File: config.mk
export PLATFORM = sky130hd
export DESIGN_NAME = bee_hist
export DESIGN_NICKNAME = d
export VERILOG_FILES = /design/src/design/bee_pkg.sv /design/src/design/bee_hist.sv
export SDC_FILE = /design/constraint.sdc
export NUM_CORES = 2
export LEC_CHECK = 0
export CAP_MARGIN = 20
export CORE_ASPECT_RATIO = 1.75
export CORE_MARGIN = 8
export CORE_UTILIZATION = 41
export CTS_BUF_LIST = sky130_fd_sc_hd__clkbuf_4
export CTS_CLUSTER_DIAMETER = 100
export DETAILED_ROUTE_END_ITERATION = 10
export DONT_BUFFER_PORTS = 1
export SETUP_SLACK_MARGIN = 0.15
export SLEW_MARGIN = 20
export SYNTH_ARGS = -nofsm -noshare
export SYNTH_HDL_FRONTEND = slang
export SYNTH_SLANG_ARGS = --single-unit
export TNS_END_PERCENT = 10
File: constraint.sdc
create_clock -name clk -period 2 [get_ports clk]
set_input_delay 0.2 -clock clk [delete_from_list [all_inputs] [get_ports clk]]
set_output_delay 0.2 -clock clk [all_outputs]
set_load 0.005 [all_outputs]
File: src/design/bee_pkg.sv
// ----------------------------------------------------------------------------
// bee_pkg
// Shared widths and constants for the byte entropy estimator.
// ----------------------------------------------------------------------------
package bee_pkg;

    localparam int MAX_BYTES = 4096;
    localparam int NBINS     = 256;
    localparam int BIN_W     = 8;
    localparam int CNT_W     = 13;
    localparam int FRAC_W    = 16;
    localparam int LG_W      = 20;    // 4 integer bits + 16 fraction bits
    localparam int TERM_W    = 34;    // n * log2(n) < 2^33
    localparam int MANT_W    = 31;    // Q1.30 mantissa
    localparam int ENT_W     = 20;
    localparam int ADDR_W    = 3;
    localparam int DATA_W    = 32;

    localparam logic [ENT_W-1:0] ENTROPY_MAX   = ENT_W'(524288);
    localparam logic [ENT_W-1:0] THRESH_RESET  = ENT_W'(458752);
    localparam logic [CNT_W-1:0] MAX_BYTES_CNT = CNT_W'(MAX_BYTES);

    // register index taken from the word address bit
    localparam logic REG_THRESH = 1'b0;

endpackage

File: src/design/bee_hist.sv
// ----------------------------------------------------------------------------
// bee_hist
// 256-bin histogram memory with per-bin valid bits so that a clear empties every bin at once.
// ----------------------------------------------------------------------------
module bee_hist
(
    input  logic                        clk,
    input  logic                        rst_n,
    input  logic [bee_pkg::BIN_W-1:0]   rd_addr,
    output logic [bee_pkg::CNT_W-1:0]   rd_count,
    input  logic                        wr_en,
    input  logic [bee_pkg::BIN_W-1:0]   wr_addr,
    input  logic [bee_pkg::CNT_W-1:0]   wr_count,
    input  logic                        clear
);

    logic [bee_pkg::CNT_W-1:0] mem [bee_pkg::NBINS];
    logic [bee_pkg::NBINS-1:0] valid_reg;
    logic [bee_pkg::CNT_W-1:0] rdata_reg;
    logic                      rvalid_reg;

    always_ff @(posedge clk)
    begin
        if (wr_en)
        begin
            mem[wr_addr] <= wr_count;
        end
        rdata_reg <= mem[rd_addr];
    end

    always_ff @(posedge clk or negedge rst_n)
    begin
        if (!rst_n)
        begin
            valid_reg  <= '0;
            rvalid_reg <= 1'b0;
        end
        else
        begin
            rvalid_reg <= valid_reg[rd_addr] && !(wr_en && wr_addr == rd_addr) ?
                          1'b1 : valid_reg[rd_addr];
            if (clear)
            begin
                valid_reg <= '0;
            end
            else if (wr_en)
            begin
                valid_reg[wr_addr] <= 1'b1;
            end
        end
    end

    // a bin never written in this block reads as zero
    assign rd_count = rvalid_reg ? rdata_reg : '0;

endmodule

## After elaboration in Yosys (flattened, before gate mapping)

Memories as Yosys holds them, arrays and structs flattened. A register that Yosys moved wholly into a read port is not among the register bits.
Index checks and enable logic that the tools add are counted.

- Register bits: 257
- Bits in latches: 0
- Bits in writable memories: 3328
- Bits in read-only memories: 0
- Bits of input ports: 33
- Output and inout port bits: 13
- Logic and storage cells: 23
- Memories kept: 1

- Add/sub/neg operators: 0
- Multiply operators: 0
- Div/mod/pow operators: 0
- $lt $le $gt $ge: 3
- Equal/unequal tests: 1
- Shift-type cells: 0
- Multiplexer cells: 10
- Bitwise gates (word level): 1
- Reduce and logical (&&, ||, !) cells: 5

Memories:

| memory | words | width | read ports | clocked after Yosys merged registers in | wr ports | RTL line | source |
|---|---|---|---|---|---|---|---|
| mem | 256 | 13 | 1 | 1 | 1 | bee_hist.sv:17 | `logic [bee_pkg::CNT_W-1:0] mem [bee_pkg::NBINS];` |

Operators by type and width:

| kind | count |
|---|---|
| $mux 256 | 2 |
| $or 256x256->256 | 1 |
| $lt 8x9->1 const B | 2 |
| $mux 13 | 1 |
| $bmux 1 s8 | 1 |
| $demux 1 s8 | 1 |
| $eq 8x8->1 | 1 |
| $ge 8x1->1 const B | 1 |
| $mux 1 | 5 |
| $logic_and 1x1->1 | 3 |
| $reduce_bool 2->1 | 1 |
| $logic_not 1->1 | 1 |

## Longest topological paths before layout

- Depth after elaboration: 7
- Depth in mapped cells: 12
- Depth with buffers taken out: 6

## Least setup slack after synthesis

No wires, ideal clock.

- Path type: in2reg
- Start point: input wr_addr[1] in the netlist's numbering
- End point: memory mem[238][0] in the netlist's numbering, enable pin
- Library setup time: 384 ps
- Data arrival time: 1883 ps
- Path slack: -267 ps
- Stages: 6
- Buffers on the path: 3
- Cells stage by stage: clkbuf_1 nor2b_1 clkbuf_1 nand4_1 clkbuf_1 nor2_1

RTL lines:

| item | RTL line | source |
|---|---|---|
| from (decl) | bee_hist.sv:12 | `input logic [bee_pkg::BIN_W-1:0] wr_addr,` |
| to (decl) | bee_hist.sv:17 |  |

No word-level cell before the write port.

## Worst setup path after layout

- Start point: input wr_addr[0] in the netlist's numbering
- End point: register valid_reg[191] in the netlist's numbering

- Cells in the longest elaborated chain, start to end: 7
- Elaborated cells on any way between the ends: 8
- Classes of those cells: order compare (2); mux (4); bitwise (1); reduce/logical (1)

RTL lines:

| item | RTL line | source |
|---|---|---|
| $lt 8x9->1 (implied by the code) or $ge 8x1->1 (tied branches) | bee_hist.sv:48 | `valid_reg[wr_addr] <= 1'b1;` |
| $logic_and 1x1->1 (implied by the code) | bee_hist.sv:48 |  |
| $mux 1 (implied by the code) | bee_hist.sv:48 |  |
| $demux 1 s8 * | bee_hist.sv:48 |  |
| $or 256x256->256 (no line) * | - |  |
| $mux 256 * | bee_hist.sv:46 | `else if (wr_en)` |
| $mux 256 * | bee_hist.sv:42 | `if (clear)` |
| to (signal assigned) | bee_hist.sv:35 | `valid_reg <= '0;` |
| to (signal assigned) | bee_hist.sv:44 | `valid_reg <= '0;` |
| to (signal, indexed assignment) | bee_hist.sv:48 |  |
| to (decl) | bee_hist.sv:18 | `logic [bee_pkg::NBINS-1:0] valid_reg;` |

Mark *: on every way between the ends. The rest lies on a longest branch, timed or not. The select of a mux whose other input is x is not followed.
A chain may end at the register's enable or synchronous reset.

==> metrics.txt <==
complex-gate fraction of the synthesized area=3.98%; CTS tree=done; DR vias=77600; post-synthesis mux area share=14.4%; WP data required=3.33 ns; total negative setup slack=-59.64 ns; Crit Path Max Fanout=14; Yosys reg bits=3598; total congestion overflow=0; Final Hold Fails=3287; Cells after Synth=6835; Max Freq=399 MHz; CTS Buffer Depth=4; vias in the first global route=80100; final wirelength=442 mm; total power=148 mW; Post-synth EDFFs=3328; Initial Utilization=41.2%; Crit. Startpoint=wr_addr[0]; DRT antenna net count=0; Post-route DRC=0; max-slew violations=339; area share of and/or/nand/nor cells after synthesis=3.01%; Area Overhead vs Synth=22.1%; VDD IR-drop max=584 uV; top cells by area, synth=edfxtp_1 72%, mux4_2 12%, dfrtp_1 4.6%; Cell Area, Synth=139000 sq um; Synth Flop Type=edfxtp_1; Nets=8565; Final WS setup=-0.508 ns; Startpoint Class=primary input; Post-DP HPWL=254 mm; P per Cell Area=877 nW/um^2; fraction of layout cells with a size suffix above 1=35.4%; Final min period=2.51 ns; adder-cell share of the synthesized area=0%; CP arrival=3.84 ns; CP Class=in -> reg; first-pass GRT wire length=593 mm; Yosys cell types=54; WL per Instance=32.5 um; DIE HEIGHT=785 um; clock sinks=3598; port bufs=0; core area=337000 sq um; I/O Pins=46; worst min path class=in -> reg; Initial DRT Pass Iterations=6; root buffer cell=clkbuf_4; Finish-stage setup viols=261; critical path endpoint category=register; hold path startpoint=wr_count[10]; initial antenna violation count=25; H-tree lvl count=6; failing checks=negative hold slack, max-slew violations, negative setup slack; post-synth top area cell=edfxtp_1; final hold slack=-1.05 ns; R2R Path Start=mem[189][5]$_DFFE_PP_; RSZ-0062 raised after global routing=true; Setup Skew=0.154 ns; measured slew at the worst slew-check pin=1.86 ns; Slew headroom=-23.8%; status=complete, but fails checks; GRT Util Overall=23.1%; max cap viols=0; synthesized area per cell=20.3 sq um; Synth top area share=72.1%; Iter 0 DRT Violations=7134; Clock Pin Slew Worst Setup and Hold Paths=0.07 ns; die area=358000 sq um; num rows=282; largest family of logic cells by synthesized area=multiplexers; largest net degree at the start of global routing=258; Leak=57.9 nW; CTS buffer count=775; Largest register FFs=3328; Final Cycle Share=125%; clk_lat worst skew=1.46 ns; die width=456 um; dpl ws=-3.14 ns; sequential element share of the synthesized area=76.9%; xor and xnor area share after synthesis=0%; Post-Syn Nets=6868; ys async rst share=7.14%; vias per inst=5.72; Ys Warns=0; RePlAce Congestion=0.876
[where the power goes]
group          switching, mW  leakage [nW]  internal, mW  total (mW)
clock                   28.2          6.08          28.9        57.2
sequential             0.112          33.6          82.4        82.5
combinational           5.17          18.3          3.58        8.75
[cell families (layout without fill, tap and decap cells)]
group,after synthesis,in the layout
other,0,14
AOI/OAI and AO/OA,770,770
DFF,3598,3598
muxes,1062,1062
and+or+nand+nor,985,985
buffers and inverters,420,2744
[worst max-delay path, cell delays in order]
cell and delay, ns:
dlymetal6s2s_1 0.33, dlygate4sd3_1 0.84, nand4_1 0.18, or2_2 0.33, buf_4 0.26, nor2_2 0.13, buf_4 0.26, o21ba_2 0.16
dlygate4sd3_1 0.56, dlygate4sd3_1 0.55
[per-layer routing]
metal  share of wire (%)  track usage (%)
met5               0.027                0
met1                  32             23.9
met4                  10             16.9
met3                 5.8             3.59
met2                  52             42.2
[cell type report]
cell class                      instances  area [sq um]
Fill cell                           27600        167000
Tap cell                             4402          5510
Timing Repair Buffer                 1336         15200
Multi-Input combinational cell       2817         31700
Antenna cell                           14          35.0
Clock inverter                        212          1240
Clock buffer                         1192          8950
Inverter                                4          15.0
Sequential cell                      3598        107000
[per-stage QoR]
| stage | hold WS, ns | cells | cell area (sq um) | utilization (%) |
|---|---|---|---|---|
| 2_1_floorplan | -0.0956 | 6835 | 139000 | - |
| 3_3_place_gp | -0.0815 | 11600 | 152000 | 45.1 |
| 3_5_place_dp | -0.0838 | 11600 | 152000 | 45.2 |
| 4_1_cts | -1.66 | 13300 | 166000 | 49.3 |
| 5_1_grt | -1.18 | 13600 | 169000 | 50.3 |
| 6_report | -1.05 | 13600 | 169000 | 50.3 |
[path summary, 6_finish.rpt]
path / to / slack (ns) / depth (start not counted)
setup / recovery: valid_reg[191]$_DFFE_PN0P_ / -0.51 / 10
hold / removal: mem[106][10]$_DFFE_PP_ / -1.05 / 0
setup reg to reg: rdata_reg[5]$_DFF_P_ / -0.40 / 7
hold reg to reg: valid_reg[40]$_DFFE_PN0P_ / 0.59 / 3
max in group asynchronous: valid_reg[19]$_DFFE_PN0P_ / 0.29 / 4
min in group asynchronous: valid_reg[151]$_DFFE_PN0P_ / -0.04 / 3
[synthesized netlist by cell type (4+ instances only)]
cell and n:
o41ai_1 5, o22ai_1 55, nand4_1 13, a21oi_1 178, buf_4 30, a221oi_1 16, edfxtp_1 3328, buf_6 53
o221ai_1 69, dfxtp_1 13, and2_1 17, nand3_1 38, or2_2 6, clkbuf_1 214, nor2b_1 20, o21ba_2 30
a22oi_1 284, a311oi_1 10, o32ai_1 14, o21a_1 4, a211oi_1 21, a22o_1 30, buf_1 32, mux4_2 747
o211ai_1 22, nor4_1 26, dfrtp_1 257, o21ai_0 13, o22a_1 10, nor2_1 734, buf_2 76, nand2b_1 8
mux2i_1 314, nor4_2 10, nand2_1 66, nor3_1 35, buf_8 10
[timing repair]
item / in CTS / in global routing
pin swaps: 7 / 28
gates cloned: 12 / 10
resized for setup: 100 / 114
hold buffers: 286 / 211
setup endpoints to repair: 27 / 273
setup buffers: 1 / 0
hold endpoints to repair: 7183 / 5777
[layout by cell type (no fill, tap or decap), types with 34 or more instances in the layout]
cell type,count
clkinv_1,155
dlygate4sd3_1,465
mux4_2,747
mux2i_1,313
o221ai_1,67
buf_16,34
nor2_2,80
clkbuf_4,1192
a22oi_1,264
nand2_1,65
o22ai_1,51
a21oi_1,159
dfrtp_1,256
nor2_1,572
edfxtp_1,3328
nor2_4,83
buf_4,568
buf_12,226
(Power assumes the default switching activity.)
