[src/design/bee_pkg.sv]
// ----------------------------------------------------------------------------
// bee_pkg
// Shared widths and constants for the byte entropy estimator.
// ----------------------------------------------------------------------------
package bee_pkg;

    localparam int MAX_BYTES = 4096;
    localparam int NBINS     = 256;
    localparam int BIN_W     = 8;
    localparam int CNT_W     = 13;
    localparam int FRAC_W    = 16;
    localparam int LG_W      = 20;    // 4 integer bits + 16 fraction bits
    localparam int TERM_W    = 34;    // n * log2(n) < 2^33
    localparam int MANT_W    = 31;    // Q1.30 mantissa
    localparam int ENT_W     = 20;
    localparam int ADDR_W    = 3;
    localparam int DATA_W    = 32;

    localparam logic [ENT_W-1:0] ENTROPY_MAX   = ENT_W'(524288);
    localparam logic [ENT_W-1:0] THRESH_RESET  = ENT_W'(458752);
    localparam logic [CNT_W-1:0] MAX_BYTES_CNT = CNT_W'(MAX_BYTES);

    // register index taken from the word address bit
    localparam logic REG_THRESH = 1'b0;

endpackage

[src/design/bee_log2.sv]
// ----------------------------------------------------------------------------
// bee_log2
// Fixed-point log2 of a 13-bit count: one mantissa squaring per cycle.
// ----------------------------------------------------------------------------
module bee_log2
(
    input  logic                        clk,
    input  logic                        rst_n,
    input  logic                        start,
    input  logic [bee_pkg::CNT_W-1:0]   x,
    output logic                        done,
    output logic [bee_pkg::LG_W-1:0]    result
);

    logic                         busy_reg;
    logic                         done_reg;
    logic [3:0]                   cnt_reg;
    logic [3:0]                   top_reg;
    logic [bee_pkg::MANT_W-1:0]   m_reg;
    logic [bee_pkg::FRAC_W-1:0]   frac_reg;

    logic [3:0]                   top;
    logic [2*bee_pkg::MANT_W-1:0] sq;
    logic [bee_pkg::MANT_W:0]     sq_top;
    logic [bee_pkg::MANT_W-1:0]   m_next;

    always_comb
    begin
        top = '0;
        for (int i = 0; i < bee_pkg::CNT_W; i++)
        begin
            if (x[i])
            begin
                top = 4'(i);
            end
        end
    end

    assign sq     = m_reg * m_reg;
    assign sq_top = sq[2*bee_pkg::MANT_W-1:bee_pkg::MANT_W-1];
    // m >= 2.0 after squaring: halve and emit a one
    assign m_next = sq_top[bee_pkg::MANT_W] ? sq_top[bee_pkg::MANT_W:1]
                                            : sq_top[bee_pkg::MANT_W-1:0];

    always_ff @(posedge clk or negedge rst_n)
    begin
        if (!rst_n)
        begin
            busy_reg <= 1'b0;
            done_reg <= 1'b0;
            cnt_reg  <= '0;
        end
        else
        begin
            done_reg <= 1'b0;
            if (start)
            begin
                busy_reg <= 1'b1;
                cnt_reg  <= '0;
            end
            else if (busy_reg)
            begin
                cnt_reg <= cnt_reg + 4'd1;
                if (cnt_reg == 4'd15)
                begin
                    busy_reg <= 1'b0;
                    done_reg <= 1'b1;
                end
            end
        end
    end

    always_ff @(posedge clk)
    begin
        if (start)
        begin
            top_reg  <= top;
            m_reg    <= bee_pkg::MANT_W'(x) << (5'd30 - {1'b0, top});
            frac_reg <= '0;
        end
        else if (busy_reg)
        begin
            m_reg    <= m_next;
            frac_reg <= {frac_reg[bee_pkg::FRAC_W-2:0], sq_top[bee_pkg::MANT_W]};
        end
    end

    assign done   = done_reg;
    assign result = {top_reg, frac_reg};

endmodule

[config.mk]
export PLATFORM = sky130hd
export DESIGN_NAME = bee_log2
export DESIGN_NICKNAME = d
export VERILOG_FILES = /design/src/design/bee_pkg.sv /design/src/design/bee_log2.sv
export SDC_FILE = /design/constraint.sdc
export NUM_CORES = 2
export LEC_CHECK = 0
export BUFFER_PORTS_ARGS = -buffer_cell sky130_fd_sc_hd__buf_2
export CAP_MARGIN = 40
export CORE_MARGIN = 5
export CORE_UTILIZATION = 40
export CTS_CLUSTER_SIZE = 40
export DETAILED_ROUTE_END_ITERATION = 8
export GPL_TIMING_DRIVEN = 1
export HOLD_SLACK_MARGIN = 0.1
export PLACE_DENSITY = 0.58
export SLEW_MARGIN = 10
export SYNTH_ARGS = -nofsm -noshare
export SYNTH_HDL_FRONTEND = slang
export SYNTH_SLANG_ARGS = --single-unit
[constraint.sdc]
create_clock -name clk -period 12.6 [get_ports clk]
set_clock_uncertainty 0.1 [all_clocks]
set_input_delay 1.26 -clock clk [delete_from_list [all_inputs] [get_ports clk]]
set_output_delay 1.26 -clock clk [all_outputs]
set_load 0.02 [all_outputs]
# == Word level (Yosys, flattened, before mapping) ==
# Cells that the tools add are included.
# op_classes
n_addsub,2
mul,1
div_mod_pow,0
order_cmp,0
n_eq_ne,1
shift,1
n_mux,23
bitwise,0
n_reduce_logical,1
# ops
operator,n
$mux W31,3
$mul A31 B31 Y62,1
$mux W4,12
$shl A13 B5 Y31,1
$mux W1,7
$sub A5 B4 Y5 const A,1
$add A4 B1 Y4 const B,1
$eq A4 B4 Y1 const B,1
$mux W2,1
$reduce_bool A2 Y1,1
# totals
ff_bits,57
latch_bits,0
ramBits,0
romBits,0
input_bits,16
out_inout_bits,21
word_cells,35
mem_count,0

# == Depth between registers and ports, before layout ==
# depth
word_depth,15
depth_mapped,31
mapped_depth_nobuf,27

# == Worst setup path after synthesis ==
# Ideal clock, no wire load.
# synth_timing
path_type,reg2reg
from,reg m_reg[4] (netlist bit)
to,reg m_reg[17] (netlist bit) (data pin)
setup_time_ns,0.261
arrival_time_ns,7.430
required_ns,12.239
path_slack_ns,4.809
stages_incl_launch_ff,28
path_buffers,2
synth_period_minus_slack_ns,7.791
cell_sequence,edfxtp_1 > clkbuf_1 > clkbuf_1 > nand2_1 > fa_1 > inv_1 > fa_1 > fa_1 > inv_1 > fa_1 > inv_1 > fa_1 > fa_1 > fa_1 > inv_1 > fa_1 > inv_1 > ha_1 > a21o_1 > a21o_1 > a211o_1 > nor3b_2 > a21oi_1 > a221o_1 > a21oi_2 > xor2_1 > nor2_1 > a221o_1
# synth_via
elab_chain_len,4
# synth_rtl
item,line,source
"start, declared",bee_log2.sv:19,logic [bee_pkg::MANT_W-1:0] m_reg;
"start signal, assigned",bee_log2.sv:78,"m_reg <= bee_pkg::MANT_W'(x) << (5'd30 - {1'b0, top});"
"start signal, assigned",bee_log2.sv:83,m_reg <= m_next;
$mul A31 B31 Y62,bee_log2.sv:39,assign sq = m_reg * m_reg;
$mux W31,bee_log2.sv:42,assign m_next = sq_top[bee_pkg::MANT_W] ? sq_top[bee_pkg::MANT_W:1]
$mux W31,bee_log2.sv:81,else if (busy_reg)
$mux W31,bee_log2.sv:75,if (start)
# Every way passes these cells. The select of a mux whose other input is x is not followed.
# A chain may end at the register's enable or synchronous reset.

# == Worst setup path after layout ==
# layout_timing
from,reg m_reg[15] (netlist bit)
to,reg m_reg[27] (netlist bit) (data pin)
# The elaborated chain is that of the path after synthesis.

==> flow_summary_export.csv <==
group,metric,value,unit
outcome,run_status,"complete, no violations",
logic_synthesis,syn_avg_cell_area,9.316,um^2
logic_synthesis,netlist_instances,3241,
routing,wire_per_inst,18.99,um
setup_path,crit_top_cell,"fa_1",
clock_tree,hold_buffers,0,
placed_design,place_area,0.03140,mm^2
logic_synthesis,synth_top_family_by_area,"adder cells",
logic_synthesis,ys_ff_latch,57,
setup_path,path_delay_family,"adder cells",
placed_design,gp_congestion,0.9169,
setup_path,crit_chain,"clkinv_1 -> nor2_1 -> fa_1 -> fa_1 -> inv_1 -> fa_1 -> fa_1 -> inv_1 -> fa_1 -> fa_1 -> fa_1 -> fa_1 -> ha_1 -> a21oi_1 -> o21a_1 -> o2111a_1 -> nand4_1 -> o211ai_1 -> a21o_1 -> nand2_1 -> a311o_1 -> mux2i_1 -> o22ai_1",
setup_path,startpoint_type,"flip-flop",
floorplan,fp.dieH,284.7,um
routing,drtIter0Drc,1119,
setup_path,path_buf_inv,3,
global_routing,grt_pass1_vias,23190,
sta,finalSetupViolCount,0,
layout,design_area,0.03169,mm^2
clock_tree,clk_pin_slew,0.05,ns
setup_path,worstSetupPathType,"flip-flop to flip-flop",
global_routing,grt_antenna_before_repair,3,
routing,ant_nets,0,
routing,vias,20860,
sta,slew_violations,0,
logic_synthesis,yosys.area_share.adder,0.6067,
clock_tree,postCtsSetupBuffers,0,
logic_synthesis,synth_edf_count,35,
sta,fin_crit_sh,0.7579,
clock_tree,clock-sinks,57,
setup_path,r2r_end,"m_reg[27]$_DFFE_PP_",
logic_synthesis,ys_warn_count,0,
sta,max-slew-margin-rel,0.4045,
sta,grt_setup_unrepaired,"false",
floorplan,ios,37,
setup_path,cpMaxStageDelayCell,"edfxtp_1",
setup_path,critPathMaxStageDelay,0.93,ns
logic_synthesis,syn-num-nets,4273,
setup_path,cp-end-kind,"flip-flop",
logic_synthesis,synthesis.area,0.03019,mm^2
routing,drt-pass1-iter-count,5,
sta,hold_viol,0,
logic_synthesis,synthFlopType,"edfxtp_1",
layout,utilization,0.4243,
floorplan,start_util,0.4042,
logic_synthesis,async_flop_share,0.1053,
sta,worst_pin_slew,0.8932,ns
sta,max_freq,104.7,MHz
placed_design,io_buffers,36,
floorplan,row_count,100,
global_routing,grt_pass1_wl,129900,um
clock_tree,numCtsBuffers,9,
clock_tree,htreeDepth,3,
routing,routed_wl,79160,um
layout,layout-drive-gt1-share,0.03876,
global_routing,gr-total-overflow,0,
setup_path,critical_path_required,12.53,ns
min_path,worst_hold_path.endpoint,"frac_reg[15]$_SDFFE_PP0P_",
layout,final_common_cell,"inv_1",
layout,area_growth,4.960,%
routing,via_per_inst,5.003,
layout,largest_reg_flops,31,
setup_path,ff2ff_path_depth,23,
min_path,hp-class,"flip-flop to flip-flop",
logic_synthesis,synth_compound_area_frac,0.06249,
setup_path,r2r-start,"m_reg[15]$_DFFE_PP_",
setup_path,critPathMaxFanout,10,
setup_path,r2r_slack,3.05,ns
logic_synthesis,muxShareOfSynthArea,0.01405,
floorplan,die_area,0.08108,mm^2
sta,tns,0,ns
clock_tree,clockBufferDepth,2,
min_path,holdCritStartpoint,"frac_reg[15]$_SDFFE_PP0P_",
clock_tree,insertion_delay,0.33,ns
logic_synthesis,ys_seq_area_frac,0.05039,
layout,fin_nets,4226,
setup_path,crit_arrival,9.48,ns
routing,post-route-drc-count,0,
clock_tree,cts_tree,"yes",
global_routing,track_usage,0.2023,
layout,fillers,7308,
logic_synthesis,synth-xor-area-share,0.01624,
floorplan,design.core.area,0.07470,mm^2
global_routing,grt_start_max_net_pins,78,
min_path,min_path_cells,2,
sta,layout_min_cycle_time,9.550,ns
floorplan,die_w,284.7,um
logic_synthesis,yosys.area_share.simple,0.1185,
layout,layout_common_cells,"inv_1, fa_1, nand2_1",
clock_tree,cts-root-buf,"clkbuf_16",
logic_synthesis,ys_types,80,
placed_design,dp_hpwl,62050,um
run,maxCapViolCount,0,
clock_tree,cts_resized,0,
==> tightest hold or removal path, delay by kind of cell, from the launching register on <==
family	cells	cell delay (ns)
mux	1	0.06
flops	1	0.32
simple gates	1	0.07
==> layer usage <==
layer  up-vias  track usage  wire length (um)
met4         0      0.04515              2233
met5         -            0                 0
met1     10720       0.2769             34280
met3       114      0.02109              3636
li1       9527            -                 -
met2       502       0.3500             39010
==> worst max path at each step <==
stage	depth (start not counted)	startpoint	end	slack, ns
3_3_place_gp	23	m_reg[15]$_DFFE_PP_	m_reg[25]$_DFFE_PP_	3.27
5_1_grt	23	m_reg[15]$_DFFE_PP_	m_reg[30]$_DFFE_PP_	2.67
3_5_place_dp	23	m_reg[15]$_DFFE_PP_	m_reg[8]$_DFFE_PP_	3.20
2_1_floorplan	27	m_reg[4]$_DFFE_PP_	m_reg[17]$_DFFE_PP_	4.81
6_report	23	m_reg[15]$_DFFE_PP_	m_reg[27]$_DFFE_PP_	3.05
4_1_cts	23	m_reg[15]$_DFFE_PP_	m_reg[8]$_DFFE_PP_	3.19
==> layout make-up <==
cell class                 instances  area [um^2]  area share
clock buffer                      12        267.8    0.008449
clock inverter                     4        22.52   0.0007106
antenna                            1        2.502  0.00007896
multi-input combinational       2133        24720      0.7799
timing repair buffer              74        500.5     0.01579
tap                              969         1212     0.03826
sequential                        57         1521     0.04801
inverter                         919         3450      0.1088
==> Yosys cell counts (all sizes together), types with 4 or more instances <==
library cell	number	area [um^2]
or2	7	43.80
a221o	7	70.07
nand4	11	75.07
o22ai	9	56.30
nor2	113	431.7
a21o	37	277.8
nor3	23	120.1
o21a	8	60.06
a211o	9	78.83
a21oi	71	362.8
edfxtp	35	1051
o211ai	10	85.08
a211oi	12	100.1
ha	269	3366
a31oi	7	58.81
xnor2	30	262.8
and3	11	68.82
nand2b	8	50.05
dfxtp	16	320.3
or3	9	56.30
mux2i	39	390.4
buf	13	76.32
nand2	318	1194
inv	918	3446
o21ai	51	255.3
clkbuf	119	446.7
dfrtp	6	150.1
fa	747	14950
o21bai	9	67.56
nor4	8	56.30
a31o	7	61.31
a221oi	4	41.29
o221ai	7	61.31
a21boi	5	41.29
nand3	23	115.1
xor2	26	227.7
and2	192	1201
nor2b	10	62.56
==> cells by family after synthesis <==
family / count (synthesis)
compound gates: 274
flops: 57
buf+inv: 1051
simple gates: 745
mux: 42
xor+xnor: 56
fa+ha+maj: 1016
==> per-stage QoR <==
stage | std cells | setup WS (ns) | hold WS (ns)
floorplan | 3241 | 4.809 | 0.4052
CTS | 4168 | 3.189 | 0.3967
finish | 4169 | 3.050 | 0.3864
detailed placement | 4152 | 3.205 | 0.3848
global placement | 4149 | 3.274 | 0.3694
global route | 4168 | 2.669 | 0.4429
Power is not shown: default switching activity piles up to over one toggle a cycle in this logic, so the estimate is an artifact.
