### config.mk
export PLATFORM = sky130hd
export DESIGN_NAME = bee_div
export DESIGN_NICKNAME = d
export VERILOG_FILES = /design/src/design/bee_pkg.sv /design/src/design/bee_div.sv
export SDC_FILE = /design/constraint.sdc
export NUM_CORES = 1
export LEC_CHECK = 0
export BUFFER_PORTS_ARGS = -buffer_cell sky130_fd_sc_hd__buf_2
export CAP_MARGIN = 20
export CORE_MARGIN = 4
export CORE_UTILIZATION = 50
export CTS_BUF_LIST = sky130_fd_sc_hd__clkbuf_4 sky130_fd_sc_hd__clkbuf_8 sky130_fd_sc_hd__clkbuf_16
export DETAILED_ROUTE_END_ITERATION = 7
export PLACE_DENSITY = 0.84
export SKIP_LAST_GASP = 1
export SLEW_MARGIN = 20
export SYNTH_ARGS = -nofsm -noshare
export SYNTH_HDL_FRONTEND = slang
export SYNTH_SLANG_ARGS = --single-unit
### constraint.sdc
create_clock -name clk -period 4.6 [get_ports clk]
set_input_delay 0.23 -clock clk [delete_from_list [all_inputs] [get_ports clk]]
set_output_delay 0.23 -clock clk [all_outputs]
set_load 0.02 [all_outputs]
### src/design/bee_pkg.sv
// ----------------------------------------------------------------------------
// bee_pkg
// Shared widths and constants for the byte entropy estimator.
// ----------------------------------------------------------------------------
package bee_pkg;

    localparam int MAX_BYTES = 4096;
    localparam int NBINS     = 256;
    localparam int BIN_W     = 8;
    localparam int CNT_W     = 13;
    localparam int FRAC_W    = 16;
    localparam int LG_W      = 20;    // 4 integer bits + 16 fraction bits
    localparam int TERM_W    = 34;    // n * log2(n) < 2^33
    localparam int MANT_W    = 31;    // Q1.30 mantissa
    localparam int ENT_W     = 20;
    localparam int ADDR_W    = 3;
    localparam int DATA_W    = 32;

    localparam logic [ENT_W-1:0] ENTROPY_MAX   = ENT_W'(524288);
    localparam logic [ENT_W-1:0] THRESH_RESET  = ENT_W'(458752);
    localparam logic [CNT_W-1:0] MAX_BYTES_CNT = CNT_W'(MAX_BYTES);

    // register index taken from the word address bit
    localparam logic REG_THRESH = 1'b0;

endpackage

### src/design/bee_div.sv
// ----------------------------------------------------------------------------
// bee_div
// Restoring divider, one quotient bit per cycle.
// ----------------------------------------------------------------------------
module bee_div
(
    input  logic                        clk,
    input  logic                        rst_n,
    input  logic                        start,
    input  logic [bee_pkg::TERM_W-1:0]  dividend,
    input  logic [bee_pkg::CNT_W-1:0]   divisor,
    output logic                        done,
    output logic [bee_pkg::TERM_W-1:0]  quotient
);

    logic                         busy_reg;
    logic                         done_reg;
    logic [5:0]                   cnt_reg;
    logic [bee_pkg::TERM_W-1:0]   quo_reg;
    logic [bee_pkg::CNT_W-1:0]    rem_reg;
    logic [bee_pkg::CNT_W-1:0]    dvs_reg;

    logic [bee_pkg::CNT_W:0]      trial;
    logic                         fits;
    logic [bee_pkg::CNT_W:0]      diff;

    assign trial = {rem_reg, quo_reg[bee_pkg::TERM_W-1]};
    assign fits  = trial >= {1'b0, dvs_reg};
    assign diff  = trial - {1'b0, dvs_reg};

    always_ff @(posedge clk or negedge rst_n)
    begin
        if (!rst_n)
        begin
            busy_reg <= 1'b0;
            done_reg <= 1'b0;
            cnt_reg  <= '0;
        end
        else
        begin
            done_reg <= 1'b0;
            if (start)
            begin
                busy_reg <= 1'b1;
                cnt_reg  <= '0;
            end
            else if (busy_reg)
            begin
                cnt_reg <= cnt_reg + 6'd1;
                if (cnt_reg == 6'(bee_pkg::TERM_W - 1))
                begin
                    busy_reg <= 1'b0;
                    done_reg <= 1'b1;
                end
            end
        end
    end

    always_ff @(posedge clk)
    begin
        if (start)
        begin
            quo_reg <= dividend;
            rem_reg <= '0;
            dvs_reg <= divisor;
        end
        else if (busy_reg)
        begin
            rem_reg <= fits ? diff[bee_pkg::CNT_W-1:0] : trial[bee_pkg::CNT_W-1:0];
            quo_reg <= {quo_reg[bee_pkg::TERM_W-2:0], fits};
        end
    end

    assign done     = done_reg;
    assign quotient = quo_reg;

endmodule

# [Word level (Yosys, flattened, before mapping)]
# Index checks and enable logic that the tools add are counted.
[totals] word_cells=22 out_inout_bits=35 inputBits=50 ff_bits=68
[op_classes] muxes=11 n_addsub=2 reduce_logical=1 n_eq_ne=1 n_lt_le_gt_ge=1
[ops] operator="two-way mux 34 bit" n=2
[ops] operator=">= comparator 14 x 13 -> 1 bit" n=1
[ops] operator="two-way mux 13 bit" n=1
[ops] operator="subtractor 13 bit" n=1
[ops] operator="two-way mux 6 bit" n=2
[ops] operator="adder 6 x 1 -> 6 bit, second input constant" n=1
[ops] operator="== test 6 bit, second input constant" n=1
[ops] operator="two-way mux 1 bit" n=6
[ops] operator="nonzero test 2 bit" n=1

# [Depth between registers and ports, before layout]
# Gate-level depths: netlist of run 1.
[depth] depth_word=4 mapped_depth=11 ltp_nobuf=10

# [Worst setup path after synthesis of run 1]
# Ideal clock, no wire load.
[synth_path] path_type="reg-to-reg" from="register quo_reg (netlist bit quotient[33])" to="register quo_reg (netlist bit quotient[0]), data pin" t_required_ns=4.340 arrival_time_ns=2.392 path_stages_with_launch=12 path_slack_ns=1.948 cell_sequence="edfxtp_1 -> inv_1 -> ha_1 -> inv_1 -> fa_1 -> a211oi_2 -> o21ai_2 -> a31oi_4 -> a21o_1 -> buf_6 -> nand2_1 -> mux2_2"
[synth_via] elab_chain_len=3
[synth_lines] element="from (decl)" line_no="bee_div.sv:19" source="logic [bee_pkg::TERM_W-1:0] quo_reg;"
[synth_lines] element="from (signal assigned)" line_no="bee_div.sv:63" source="quo_reg <= dividend;"
[synth_lines] element="from (signal assigned)" line_no="bee_div.sv:70" source="quo_reg <= {quo_reg[bee_pkg::TERM_W-2:0], fits};"
[synth_lines] element=">= comparator 14 x 13 -> 1 bit" line_no="bee_div.sv:28" source="assign fits = trial >= {1'b0, dvs_reg};"
[synth_lines] element="two-way mux 34 bit" line_no="bee_div.sv:67" source="else if (busy_reg)"
[synth_lines] element="two-way mux 34 bit" line_no="bee_div.sv:61" source="if (start)"
# No other way between the ends. The select of a mux whose other input is x is not followed.
# A chain may end at the register's enable or synchronous reset.

# [Worst setup path in the final report of run 1]
# Ends and elaborated chain as after synthesis.

==> impl_metrics.yaml, run 1 <==
setup_path:
  reg2reg_to: "quotient[0]"
  critPathLaunch: "quotient[33]"
  startpoint_type: "flop"
  r2r_cells: 10
  reg2reg_from: "quotient[33]"
  crit_type: "flop to flop"
  crit_path_max_fanout: 10
  max_stage_delay_ns: 0.44
  crit_required_ns: 4.70
  crit_top_cell: "inv_1"
  crit_slowest_cell: "fa_1"
  r2r_slack_ns: 1.75
  end_kind: "flop"
  worstPathArrival_ns: 2.95
  path_cells: "inv_1 -> ha_1 -> inv_1 -> fa_1 -> a211oi_2 -> o21ai_2 -> a31oi_4 -> a21o_1 -> nand2_1 -> mux2_2"
layout:
  area_delta_synth_final_pct: 20.0
  num-nets-final: 441
  fillers: 530
  antenna_cells: 0
  largest_reg_flops: 34
  fin_util_pct: 61.7
  drive_above_1_share_pct: 37.6
logic_synthesis:
  synth_edf_count: 47
  async_flop_share_pct: 11.8
  synth.yosys.seq_area_share_pct: 53.9
  syn-num-nets: 356
  synth.top_cells.by_area: "edfxtp_1 (41%), mux2_2 (11%), dfxtp_1 (7.5%), dfrtp_1 (5.8%), ha_1 (5.4%)"
  synth_top_area_share_pct: 40.6
  synth_warnings: 0
  syn_area_per_cell_um2: 12.0
  yosysMostFrequentCell: "edfxtp_1"
  synth-seq-cells: 68
  synth_top_cell_by_area: "edfxtp_1"
  synthesis.area_um2: 3470
  synth.top_cells.by_count: "edfxtp_1 (47), mux2_2 (34), nor2_1 (19)"
  syn-instance-count: 290
  ys.flop_type: "edfxtp_1"
  netlist-cell-type-count: 49
grt:
  grt_max_degree: 44
  gr-total-overflow: 0
  grt_usage_pct: 19.4
  grt_pass1_vias: 2559
  antenna_found_initial: 0
  grt_pass1_wl_um: 12700
sta:
  period_share_pct: 61.9
  worstMarginPinSlew_ns: 0.840
  skew_ns: 0.0103
  setup-tns-final_ns: 0
  slew_headroom_pct: 44.0
  worst_slack_ns: 1.75
  maxSlewViolCount: 0
  hold-worst-slack_ns: 0.0558
  setup_viol: 0
  layout_min_cycle_time_ns: 2.85
  hold_violations: 0
  fmax_ghz: 0.351
  rsz0062_at_grt: "false"
floorplan:
  die_w_um: 91.4
  die_h_um: 91.4
  io_pins: 85
  core-area_um2: 6760
  start_util_pct: 51.4
  die_area_um2: 8350
  rows: 30
detailed_routing:
  post_drt_wl_per_cell_um: 16.4
  wirelength_um: 7530
  drtAntennaViolNets: 0
  drt_iter0_drc: 307
  viasPerCell: 5.66
  firstDrtPassIters: 5
  via_count: 2603
  remaining_drc_errors: 0
placed_design:
  gp_congestion: 0.817
  place_hpwl_um: 5250
  dpl_worst_slack_ns: 1.83
  io_buffers: 84
clock_network:
  clock_sinks: 68
  clk_path_buf_depth: 2
  numCtsBuffers: 9
  cts_htree_levels: 3
  cts-resized-gates: 0
  root_buffer: "clkbuf_8"
  clock_latency_ns: 0.35
  clk_pin_slew_worst_paths_ns: 0.07
  hold_buffers: 1
  cts_setup_buffers: 0
  tritoncts: "yes"
run_status:
  outcome: "finished clean"
min_path:
  hold_path_depth: 1
  hold_path.class: "primary input to flop"
  min-delay-start: "divisor[3]"
  worst_hold_path.endpoint: "dvs_reg[3]"
power_and_ir_drop:
  power.total_mw: 1.97
  leakage_nw: 1.79
  power_density_nw_per_um2: 472
  ir_drop_uv: 322
job:
  maxCapViolCount: 0
## power by group
part	total, mW	switching (mW)	leakage, nW	internal, mW
combinational	0.624	0.358	0.985	0.267
clock	0.534	0.227	0.105	0.307
sequential	0.811	0.0604	0.699	0.751
## how the worst max path moves through the flow
stage,end,depth (start not counted)
4_1_cts,quotient[0],10
2_1_floorplan,quotient[0],11
3_5_place_dp,quotient[0],10
5_1_grt,quotient[0],10
6_report,quotient[0],10
3_3_place_gp,quotient[0],10
## cell families after synthesis
kind of cell	count (synthesis)	synth area share, %
compound gates	59	12.7
xor+xnor	12	3.02
fa+ha+maj	16	5.98
buf+inv	30	3.60
flops	68	53.9
mux	34	11.0
simple gates	71	9.76
## cells in the final DEF, fill, tap and decap left out, types with 4 or more instances in the layout
| cell | count |
|---|---|
| xor2_1 | 5 |
| dfrtp_1 | 8 |
| nor2_1 | 19 |
| buf_2 | 84 |
| a21oi_1 | 12 |
| clkbuf_8 | 9 |
| edfxtp_1 | 47 |
| a311oi_1 | 6 |
| inv_1 | 17 |
| nand2_1 | 16 |
| or3_1 | 4 |
| nor3_1 | 8 |
| dfxtp_1 | 13 |
| o211ai_1 | 7 |
| xnor2_1 | 7 |
| o21ai_0 | 8 |
| ha_1 | 15 |
| nand3_1 | 10 |
| nand4_1 | 4 |
| mux2_2 | 34 |
| a21o_1 | 5 |
## critical path, delay by kind of cell (launching register included)
kind / cells / cell delay [ns]
buffers and inverters: 2 / 0.14
adder cells (fa/ha/maj): 2 / 0.63
flip-flops: 1 / 0.38
multiplexers: 1 / 0.29
AND/OR/NAND/NOR: 1 / 0.11
AO/OA/AOI/OAI: 4 / 1.06
## area by class of cell
type                       count  area (um2)  share of cell area, %
inverter                      17        63.8                   1.53
clock inverter                 6        80.1                   1.92
sequential                    68        1870                   44.9
multi-input combinational    192        1480                   35.4
timing repair buffer          87         445                   10.7
clock buffer                  10         131                   3.15
tap                           80         100                   2.40
## routing by layer
layer / part of all wire, % / track usage (%) / vias up
met1: 41 / 24.4 / 1222
met3: 5.5 / 3.73 / 16
met2: 51 / 32.1 / 106
met5: 0 / 0 / -
met4: 2.5 / 9.42 / 0
li1: - / - / 1259
## per-stage QoR
| step | cell area (um2) | instances |
|---|---|---|
| final | 4170 | 460 |
| after global routing | 4170 | 460 |
| after CTS | 4170 | 460 |
| after detailed placement | 3950 | 443 |
| after global placement | 3950 | 443 |
| after floorplan | 3470 | 290 |
Power figures use the tool's default switching activity.
==> run 2, diff against run 1 <==
- clock period: 4.6 -> 2.7 ns (I/O delays scaled with it)
==> impl_metrics.yaml, run 2 (synthesis results as in run 1) <==
grt:
  gr-total-overflow: 0
  antenna_found_initial: 0
  grt_pass1_wl_um: 12600
  grt_max_degree: 42
  grt_pass1_vias: 2615
  grt_usage_pct: 19.0
sta:
  fmax_ghz: 0.393
  rsz0062_at_grt: "false"
  hold_violations: 0
  skew_ns: 0.00840
  worstMarginPinSlew_ns: 0.512
  worst_slack_ns: 0.155
  setup_viol: 0
  period_share_pct: 94.3
  setup-tns-final_ns: 0
  layout_min_cycle_time_ns: 2.55
  slew_headroom_pct: 65.8
  maxSlewViolCount: 0
setup_path:
  crit_required_ns: 2.95
  worstPathArrival_ns: 2.79
  critPathLaunch: "quotient[33]"
  end_kind: "flop"
  path_cells: "inv_1 -> ha_1 -> inv_1 -> fa_2 -> a211oi_2 -> o21ai_2 -> a31oi_4 -> a21oi_4 -> o221a_2 -> a2111oi_2"
  crit_type: "flop to flop"
  endpoint: "rem_reg[5]"
  reg2reg_from: "quotient[33]"
  crit_path_max_fanout: 10
  crit_slowest_cell: "edfxtp_1"
  max_stage_delay_ns: 0.38
  startpoint_type: "flop"
  reg2reg_to: "rem_reg[5]"
  r2r_cells: 10
  r2r_slack_ns: 0.15
  crit_top_cell: "inv_1"
run_status:
  outcome: "finished clean"
floorplan:
  io_pins: 85
  start_util_pct: 51.4
  die_w_um: 91.4
  core-area_um2: 6760
  die_h_um: 91.4
  rows: 30
  die_area_um2: 8350
detailed_routing:
  drt_iter0_drc: 207
  post_drt_wl_per_cell_um: 16.0
  viasPerCell: 5.53
  drtAntennaViolNets: 0
  firstDrtPassIters: 5
  via_count: 2656
  remaining_drc_errors: 0
  wirelength_um: 7660
power_and_ir_drop:
  power_density_nw_per_um2: 749
  pwr-share-comb_pct: 34.4
  clkPwrFrac_pct: 22.9
  power.total_mw: 3.24
  leakage_nw: 1.85
  internal_power_mw: 2.11
  swShare_pct: 34.8
  switchingPower_mw: 1.13
  ir_drop_uv: 415
  pwr-share-seq_pct: 42.7
layout:
  largest_reg_flops: 34
  area_delta_synth_final_pct: 24.5
  fin_cells: 480
  num-nets-final: 461
  drive_above_1_share_pct: 38.0
  final_cell_mix: "buf_2 (84), edfxtp_1 (47), mux2_2 (34), nor2_1 (19), inv_1 (17)"
  fillers: 530
  antenna_cells: 0
  final_common_cell: "buf_2"
job:
  maxCapViolCount: 0
clock_network:
  tritoncts: "yes"
  clock_latency_ns: 0.35
  clock_sinks: 68
  clk_path_buf_depth: 2
  numCtsBuffers: 9
  clk_pin_slew_worst_paths_ns: 0.08
  root_buffer: "clkbuf_8"
  cts_htree_levels: 3
min_path:
  min-delay-start: "dividend[19]"
  hold_path.class: "primary input to flop"
placed_design:
  gp_congestion: 0.863
  place_hpwl_um: 5490
  io_buffers: 84
  dp_cells: 449
  dpl_worst_slack_ns: 0.0257
[run 2: repair_timing]
| action | CTS | global route |
|---|---|---|
| setup buffers | 0 | 1 |
| resized for setup | 0 | 2 |
| hold buffers | 14 | 0 |
| endpoints found under the setup margin | 0 | 7 |
| endpoints found under the hold margin | 21 | 0 |
[run 2: power groups by stage]
stage                     registers (mW)  logic [mW]  clock network, mW
after floorplan                     1.46       0.708                  0
after CTS                           1.38        1.09              0.749
after detailed placement            1.40        1.06                  0
after global routing                1.40        1.23              0.792
final                               1.38        1.11              0.741
after global placement              1.39        1.02                  0
[run 2: area by class of cell]
cell class,count,area (um2),share of cell area (%)
Sequential cell,68,1870,43.3
Multi-Input combinational cell,192,1490,34.4
Timing Repair Buffer,107,628,14.5
Clock buffer,10,131,3.04
Tap cell,80,100,2.31
Inverter,17,63.8,1.48
Clock inverter,6,41.3,0.955
[run 2: stage by stage]
| step | hold WS (ns) | util [%] | area, um2 |
|---|---|---|---|
| 2_1_floorplan | -0.161 | - | 3470 |
| 3_3_place_gp | -0.0167 | 59.1 | 3990 |
| 3_5_place_dp | -0.0115 | 59.1 | 3990 |
| 4_1_cts | 0.0794 | 63.7 | 4310 |
| 5_1_grt | 0.0794 | 64.0 | 4320 |
| 6_report | 0.0823 | 64.0 | 4320 |
[run 2: metal layers]
layer  track usage (%)  vias to the layer above  routed length, um  share of wire, %
li1                  -                     1297                  -                 -
met4              8.04                        0                201               2.6
met1              24.4                     1243               3260                43
met5                 0                        -                  0                 0
met2              31.0                       96               3820                50
met3              3.98                       20                381               5.0
[run 2: worst min-delay path by stage]
stage	slack, ns	cells past startpoint	end
floorplan	-0.16	0	busy_reg
global placement	-0.02	1	cnt_reg[0]
detailed placement	-0.01	1	cnt_reg[0]
CTS	0.08	2	quotient[12]
global route	0.08	2	quotient[28]
finish	0.08	2	quotient[19]
[run 2: critical path: cells and delay by family (launching register included)]
family	cells	cell delay [ns]
buffers and inverters	2	0.15
DFF	1	0.38
adders and majority gates	2	0.53
AOI/OAI and AO/OA	6	1.39
